<file path="src/rtl/core/pca_pkg.sv">
package pca_pkg;

  // Widths of the fields and registers
  localparam int ChanW    = 8;
  localparam int OffsetW  = 9;
  localparam int GainW    = 10;
  localparam int CfgDataW = 10;
  localparam int CfgIdxW  = 3;
  localparam int NumChan  = 3;

  // Register indexes on the configuration port
  localparam logic [CfgIdxW-1:0] RegRedOffset   = 3'd0;
  localparam logic [CfgIdxW-1:0] RegGreenOffset = 3'd1;
  localparam logic [CfgIdxW-1:0] RegBlueOffset  = 3'd2;
  localparam logic [CfgIdxW-1:0] RegRedGain     = 3'd3;
  localparam logic [CfgIdxW-1:0] RegGreenGain   = 3'd4;
  localparam logic [CfgIdxW-1:0] RegBlueGain    = 3'd5;
  localparam logic [CfgIdxW-1:0] RegGreyMode    = 3'd6;
  localparam logic [CfgIdxW-1:0] RegSixBit      = 3'd7;

  // Reciprocal of 3: floor(x * 683 / 2048) == floor(x / 3) for x <= 765
  localparam logic [9:0] RecipThree = 10'd683;
  localparam int         RecipShift = 11;

  typedef struct packed {
    logic [ChanW-1:0] red_in;
    logic [ChanW-1:0] green_in;
    logic [ChanW-1:0] blue_in;
    logic             last_in;
  } in_beat_t;

  typedef struct packed {
    logic [ChanW-1:0] red_out;
    logic [ChanW-1:0] green_out;
    logic [ChanW-1:0] blue_out;
    logic             last_out;
  } out_beat_t;

  typedef struct packed {
    logic signed [NumChan-1:0][OffsetW-1:0] offset;
    logic signed [NumChan-1:0][GainW-1:0]   gain;
    logic                                   grey_mode;
    logic                                   six_bit;
  } cfg_t;

endpackage

</file>
<file path="src/rtl/core/pca_cfg_regs.sv">
module pca_cfg_regs (
  input  logic                          clk,
  input  logic                          rst_n,
  input  logic                          cfg_we,
  input  logic [pca_pkg::CfgIdxW-1:0]   cfg_index,
  input  logic [pca_pkg::CfgDataW-1:0]  cfg_wdata,
  output pca_pkg::cfg_t                 cfg
);
  import pca_pkg::*;

  cfg_t cfg_r;
  cfg_t cfg_nxt;

  // Register file decode
  always_comb begin
    cfg_nxt = cfg_r;
    if (cfg_we) begin
      case (cfg_index)
        RegRedOffset:   cfg_nxt.offset[0] = cfg_wdata[OffsetW-1:0];
        RegGreenOffset: cfg_nxt.offset[1] = cfg_wdata[OffsetW-1:0];
        RegBlueOffset:  cfg_nxt.offset[2] = cfg_wdata[OffsetW-1:0];
        RegRedGain:     cfg_nxt.gain[0]   = cfg_wdata[GainW-1:0];
        RegGreenGain:   cfg_nxt.gain[1]   = cfg_wdata[GainW-1:0];
        RegBlueGain:    cfg_nxt.gain[2]   = cfg_wdata[GainW-1:0];
        RegGreyMode:    cfg_nxt.grey_mode = cfg_wdata[0];
        RegSixBit:      cfg_nxt.six_bit   = cfg_wdata[0];
        default:        cfg_nxt = cfg_r;
      endcase
    end
  end

  always_ff @(posedge clk) begin
    if (!rst_n) begin
      cfg_r <= '0;
    end else begin
      cfg_r <= cfg_nxt;
    end
  end

  assign cfg = cfg_r;

endmodule

</file>
<file path="src/rtl/core/pca_chan_adj.sv">
module pca_chan_adj (
  input  logic [pca_pkg::ChanW-1:0]          chan,
  input  logic signed [pca_pkg::OffsetW-1:0] offset,
  input  logic signed [pca_pkg::GainW-1:0]   gain,
  output logic [pca_pkg::ChanW-1:0]          result
);
  import pca_pkg::*;

  // t spans -256..510, product fits 20 bits, quotient and sum fit 12 bits
  logic signed [9:0]  t;
  logic signed [19:0] prod;
  logic signed [19:0] prod_rnd;
  logic signed [11:0] quot;
  logic signed [11:0] total;

  assign t = $signed({2'b00, chan}) + 10'(offset);
  assign prod = 20'(t) * 20'(gain);

  // Divide by 256 truncating toward zero: bias negatives before the shift
  assign prod_rnd = prod[19] ? (prod + 20'sd255) : prod;
  assign quot = 12'(prod_rnd >>> 8);

  assign total = 12'(t) + quot;

  // Clamp to 0..255
  always_comb begin
    if (total < 12'sd0) begin
      result = '0;
    end else if (total > 12'sd255) begin
      result = '1;
    end else begin
      result = total[ChanW-1:0];
    end
  end

endmodule

</file>
<file path="src/rtl/core/pca_colour_calc.sv">
module pca_colour_calc (
  input  pca_pkg::in_beat_t  in_beat,
  input  pca_pkg::cfg_t      cfg,
  output pca_pkg::out_beat_t out_beat
);
  import pca_pkg::*;

  logic [NumChan-1:0][ChanW-1:0] chan;
  logic [NumChan-1:0][ChanW-1:0] adj;
  logic [NumChan-1:0][ChanW-1:0] sel;
  logic [9:0]                    sum;
  logic [19:0]                   sum_scaled;
  logic [ChanW-1:0]              avg;

  assign chan[0] = in_beat.red_in;
  assign chan[1] = in_beat.green_in;
  assign chan[2] = in_beat.blue_in;

  // One adjust lane per channel
  for (genvar g = 0; g < NumChan; g++) begin : g_lane
    pca_chan_adj u_adj (
      .chan   (chan[g]),
      .offset (cfg.offset[g]),
      .gain   (cfg.gain[g]),
      .result (adj[g])
    );
  end

  // Grey average by reciprocal multiply
  assign sum = 10'(chan[0]) + 10'(chan[1]) + 10'(chan[2]);
  assign sum_scaled = 20'(sum) * 20'(RecipThree);
  assign avg = sum_scaled[RecipShift +: ChanW];

  // Mode select and optional six-bit scaling
  always_comb begin
    for (int i = 0; i < NumChan; i++) begin
      sel[i] = cfg.grey_mode ? avg : adj[i];
      if (cfg.six_bit) begin
        sel[i] = {2'b00, sel[i][ChanW-1:2]};
      end
    end
  end

  assign out_beat.red_out   = sel[0];
  assign out_beat.green_out = sel[1];
  assign out_beat.blue_out  = sel[2];
  assign out_beat.last_out  = in_beat.last_in;

endmodule

</file>
<file path="src/rtl/core/palette_color_adjust_unit.sv">
// Channel   Direction  Handshake          Payload
// in_       input      in_valid/in_stall   pca_pkg::in_beat_t in_data
// out_      output     out_valid/out_stall pca_pkg::out_beat_t out_data
// cfg_      input      cfg_we              cfg_index, cfg_wdata
//
// One beat per cycle unless stalled; out_valid rises as in_r moves to out_r.
// The path is in_r, a 10x10 multiply and clamp per channel, out_r.
// Synchronous active-low reset clears valid flags and all configuration to 0.
// in_stall rises only when both registers hold beats and out_stall is high.
module palette_color_adjust_unit (
  input  logic                          clk,
  input  logic                          rst_n,
  input  logic                          in_valid,
  output logic                          in_stall,
  input  pca_pkg::in_beat_t             in_data,
  output logic                          out_valid,
  input  logic                          out_stall,
  output pca_pkg::out_beat_t            out_data,
  input  logic                          cfg_we,
  input  logic [pca_pkg::CfgIdxW-1:0]   cfg_index,
  input  logic [pca_pkg::CfgDataW-1:0]  cfg_wdata
);
  import pca_pkg::*;

  cfg_t      cfg;
  in_beat_t  in_r;
  logic      in_valid_r;
  logic      in_valid_nxt;
  out_beat_t calc;
  out_beat_t out_r;
  logic      out_valid_r;
  logic      out_valid_nxt;
  logic      in_take;
  logic      advance;

  pca_cfg_regs u_cfg (
    .clk       (clk),
    .rst_n     (rst_n),
    .cfg_we    (cfg_we),
    .cfg_index (cfg_index),
    .cfg_wdata (cfg_wdata),
    .cfg       (cfg)
  );

  pca_colour_calc u_calc (
    .in_beat  (in_r),
    .cfg      (cfg),
    .out_beat (calc)
  );

  // Handshake: result register frees when empty or being taken
  assign advance  = !out_valid_r || !out_stall;
  assign in_stall = in_valid_r && !advance;
  assign in_take  = in_valid && !in_stall;

  always_comb begin
    in_valid_nxt = in_valid_r;
    if (in_take) begin
      in_valid_nxt = 1'b1;
    end else if (advance) begin
      in_valid_nxt = 1'b0;
    end
    out_valid_nxt = advance ? in_valid_r : out_valid_r;
  end

  // Control flags
  always_ff @(posedge clk) begin
    if (!rst_n) begin
      in_valid_r  <= 1'b0;
      out_valid_r <= 1'b0;
    end else begin
      in_valid_r  <= in_valid_nxt;
      out_valid_r <= out_valid_nxt;
    end
  end

  // Payload registers
  always_ff @(posedge clk) begin
    if (in_take) begin
      in_r <= in_data;
    end
    if (advance) begin
      out_r <= calc;
    end
  end

  assign out_valid = out_valid_r;
  assign out_data  = out_r;

  // A held input beat always moves into the result register when it frees
  a_move: assert property (@(posedge clk) disable iff (!rst_n)
    in_valid_r && advance |=> out_valid_r && out_r.last_out == $past(in_r.last_in))
    else $error("held beat not moved to result register");

  // Grey mode gives three equal channels
  a_grey: assert property (@(posedge clk) disable iff (!rst_n)
    in_valid_r && advance && cfg.grey_mode |=>
      out_r.red_out == out_r.green_out && out_r.green_out == out_r.blue_out)
    else $error("grey result channels differ");

  // Six-bit mode keeps results below 64
  a_six: assert property (@(posedge clk) disable iff (!rst_n)
    in_valid_r && advance && cfg.six_bit |=>
      out_r.red_out[7:6] == 2'b00 && out_r.green_out[7:6] == 2'b00 &&
      out_r.blue_out[7:6] == 2'b00)
    else $error("six-bit result out of range");

  // No beat lost: a stalled result with a held input keeps both
  a_hold: assert property (@(posedge clk) disable iff (!rst_n)
    out_valid_r && out_stall && in_valid_r |=> out_valid_r && in_valid_r)
    else $error("beat dropped while stalled");

endmodule
</file>
<file path="config.mk">
export PLATFORM = sky130hd
export DESIGN_NAME = palette_color_adjust_unit
export DESIGN_NICKNAME = d
export VERILOG_FILES = /design/src/rtl/core/pca_pkg.sv /design/src/rtl/core/pca_cfg_regs.sv /design/src/rtl/core/pca_chan_adj.sv /design/src/rtl/core/pca_colour_calc.sv /design/src/rtl/core/palette_color_adjust_unit.sv
export SDC_FILE = /design/constraint.sdc
export NUM_CORES = 1
export LEC_CHECK = 0
export BUFFER_PORTS_ARGS = -buffer_cell sky130_fd_sc_hd__clkbuf_2
export CORE_AREA = 2 2 287 147
export CTS_BUF_LIST = sky130_fd_sc_hd__clkbuf_8
export DETAILED_ROUTE_END_ITERATION = 10
export DIE_AREA = 0 0 289 149
export PLACE_DENSITY = 0.73
export RECOVER_POWER = 100
export SETUP_SLACK_MARGIN = 0.5
export SLEW_MARGIN = 30
export SYNTH_ARGS = -nofsm -noshare
export SYNTH_HDL_FRONTEND = slang
export SYNTH_SLANG_ARGS = --single-unit
</file>
<file path="constraint.sdc">
create_clock -name clk -period 30.8 [get_ports clk]
set_input_delay 1.54 -clock clk [delete_from_list [all_inputs] [get_ports clk]]
set_output_delay 1.54 -clock clk [all_outputs]
set_load 0.02 [all_outputs]
</file>
==> out/results.txt <==
Critical Setup Path Class: reg2reg
Area after DPL: 23100 um^2
Sum Neg Setup Slack: 0 ns
M2 GR Usage: 41.1%
PortBufs: 69
Final Setup Violations: 0
Biggest area consumer among synthesized cells: fa_1
GRT met1 Usage: 45.2%
Routed Wire Length: 61.6 mm
Share of the synthesized area in the top cell type: 25.6%
Fin Clk Skew: 0.0275 ns
Core region area: 41000 um^2
Synthesized net count: 3163
Cell count after synthesis: 2540
CTS tree: built
Drt wl/cell: 19.8 um
Sequential element share of the synthesized area: 12.3%
Critical path's largest stage delay: 0.58 ns
Layout area overhead: 4.65%
Worst-Margin Slew: 2.37 ns
Syn. warnings: 0
Clk slew on worst S/H paths: 0.14 ns
Layout cells sized above 1: 4.06%
Global route overflow: 0
Busiest layer in global routing: met1
Number of diodes: 0
CP max FO: 11
DR vias: 18022
CTS root buffer: clkbuf_8
Drt first pass iters: 6
PostCTS Resize Cnt: 0
Crit path required time: 30.98 ns
GP Congestion: 0.976
Fmax: 0.0866 GHz
Leak pwr: 11.5 nW
Min-Delay Path Class: reg2reg
Outcome: finished with violations
Sequential power share: 12.0%
CP most frequent cell: fa_1
Global-route met3 utilization: 9.77%
I/O pin count: 70
Final antenna-violating net count: 0
Post-route cell area: 23200 um^2
CTS Buf Count: 9
Starting Density: 54.1%
Largest cells by area after synthesis: fa_1 26%, ha_1 17%, edfxtp_1 6.8%, inv_1 6.4%, nand2_1 5.5%
Most frequent cells in the layout: 379 x inv_1, 327 x nand2_1, 296 x ha_1
Synth Flop Type: dfxtp_1
#FFs+latches synth: 111
Setup bufs post-CTS: 0
Clk sinks: 111
Overall Global Routing Usage: 29.6%
Post-DP HPWL: 52.4 mm
Power Total: 1.59 mW
Worst-case vdd ir drop: 0.266 mV
Slew headroom: -57.9%
Sw Share: 60.1%
Die W: 289 um
Ys async rst share: 0%
Switching power: 0.958 mW
Top Family by Delay on Critical Path: adder cells
Worst path slowest cell: fa_1
Clk Latency, worst-skew pair: 0.44 ns
Worst endpoint data arrival time: 11.73 ns
DR DRC count: 0
First-pass GRT wire length: 98.3 mm
Max-capacitance violation count: 2
Largest net degree at the start of global routing: 62
CP startpoint kind: flop
Vias per inst: 5.79
Clock power frac: 6.2%
Yosys cell types: 92
Mapped Area: 22200 um^2
Tcrit/Tclk final: 37.5%
Initial DRC count: 1748
Comb pwr share: 81.8%
H-tree Lvls: 3
Filler Cells Inserted: 3735
Cts hold-fix bufs: 0
Tmin final: 11.55 ns
Worst setup EP type: flop
Die Y: 149 um
Die area: 43100 um^2
Syn_area_per_cell: 8.73 um^2
Power Internal: 0.636 mW
EDFF count, synth: 50
Buf/Inv on CP: 4
Std-Cell Rows: 53
CTS max path bufs: 2
Violated checks: capacitance limit, slew limit
Pwr per Cell Area: 68.7 nW/um^2
Final Net Count: 3178
RSZ-0062 raised after global routing: no
Initial antenna violation count: 0
Number of global-route vias before repair: 17896
Worst hold slack: 0.438 ns
Slew Limit Fails: 87
Most common cell after layout, fill and taps aside: inv_1
Hold Fails Final Rpt: 0
registers in the layout, indices dropped and copies added (netlist names):
register,count
in_r,25
in_valid_r,1
out_data,25
out_valid,1
u_cfg.cfg,59
per-stage QoR:
stage	util, %	setup WS [ns]	std cells
after floorplan	-	20.75	2540
after global placement	56.2	20.09	3093
after detailed placement	56.3	19.99	3094
after CTS	56.8	19.93	3110
after global routing	56.6	18.51	3110
final	56.6	19.25	3110
layout make-up:
cell class,count,area [um^2],share of cell area (%)
Clock buffer,9,124,0.534
Inverter,382,1430,6.18
Timing Repair Buffer,92,463,2.00
Sequential cell,111,2720,11.7
Tap cell,550,688,2.97
Multi-Input combinational cell,1959,17700,76.2
Clock inverter,7,77.6,0.334
final timing paths:
path | startpoint | endpoint | slack (ns) | depth (start not counted)
setup / recovery | in_r[9] | out_data[12] | 19.25 | 40
setup reg to reg | in_r[9] | out_data[12] | 19.25 | 40
hold reg to reg | in_r[0] | out_data[0] | 0.44 | 0
hold / removal | in_r[0] | out_data[0] | 0.44 | 0
cell usage after synthesis (all sizes together), types with 21 or more instances:
| cell | count |
|---|---|
| a21boi | 62 |
| a21o | 45 |
| a21oi | 92 |
| and2 | 128 |
| clkbuf | 82 |
| dfxtp | 61 |
| edfxtp | 50 |
| fa | 284 |
| ha | 296 |
| inv | 379 |
| nand2 | 327 |
| nand2b | 26 |
| nand3 | 32 |
| nor2 | 125 |
| nor2b | 29 |
| nor3 | 38 |
| o21ai | 60 |
| o21bai | 21 |
| xnor2 | 114 |
| xor2 | 56 |
routing by layer:
| metal | share of wire (%) | vias up | wire [um] |
|---|---|---|---|
| met5 | 0 | - | 0 |
| met4 | 0.94 | 0 | 582 |
| met3 | 12 | 58 | 7160 |
| met2 | 39 | 789 | 23800 |
| met1 | 49 | 8815 | 30000 |
| li1 | - | 8360 | - |
power by group through the flow:
stage / sequential (mW) / combinational (mW) / clock (mW)
after floorplan: 0.208 / 0.749 / 0
after global placement: 0.195 / 1.20 / 0
after detailed placement: 0.195 / 1.24 / 0
after CTS: 0.192 / 1.25 / 0.0996
after global routing: 0.194 / 1.45 / 0.105
final: 0.192 / 1.30 / 0.0984
worst register-to-register path: cells and delay by family, from the launching register on:
| family | cells | cell delay, ns |
|---|---|---|
| flops | 1 | 0.43 |
| simple gates | 8 | 1.94 |
| fa+ha+maj | 9 | 3.89 |
| xor+xnor | 4 | 1.28 |
| buf+inv | 4 | 0.58 |
| compound gates | 15 | 3.15 |
kinds of logic (layout without fill, tap and decap cells):
logic type,after synthesis,count (layout),synth area share [%]
AO/OA/AOI/OAI,414,414,12.9
XOR/XNOR,170,170,6.78
adder cells (fa/ha/maj),580,580,42.4
buffers and inverters,470,490,8.01
flip-flops,111,111,12.3
multiplexers,7,7,0.322
AND/OR/NAND/NOR,788,788,17.3
Note: power is estimated with default switching activity, not from simulation.
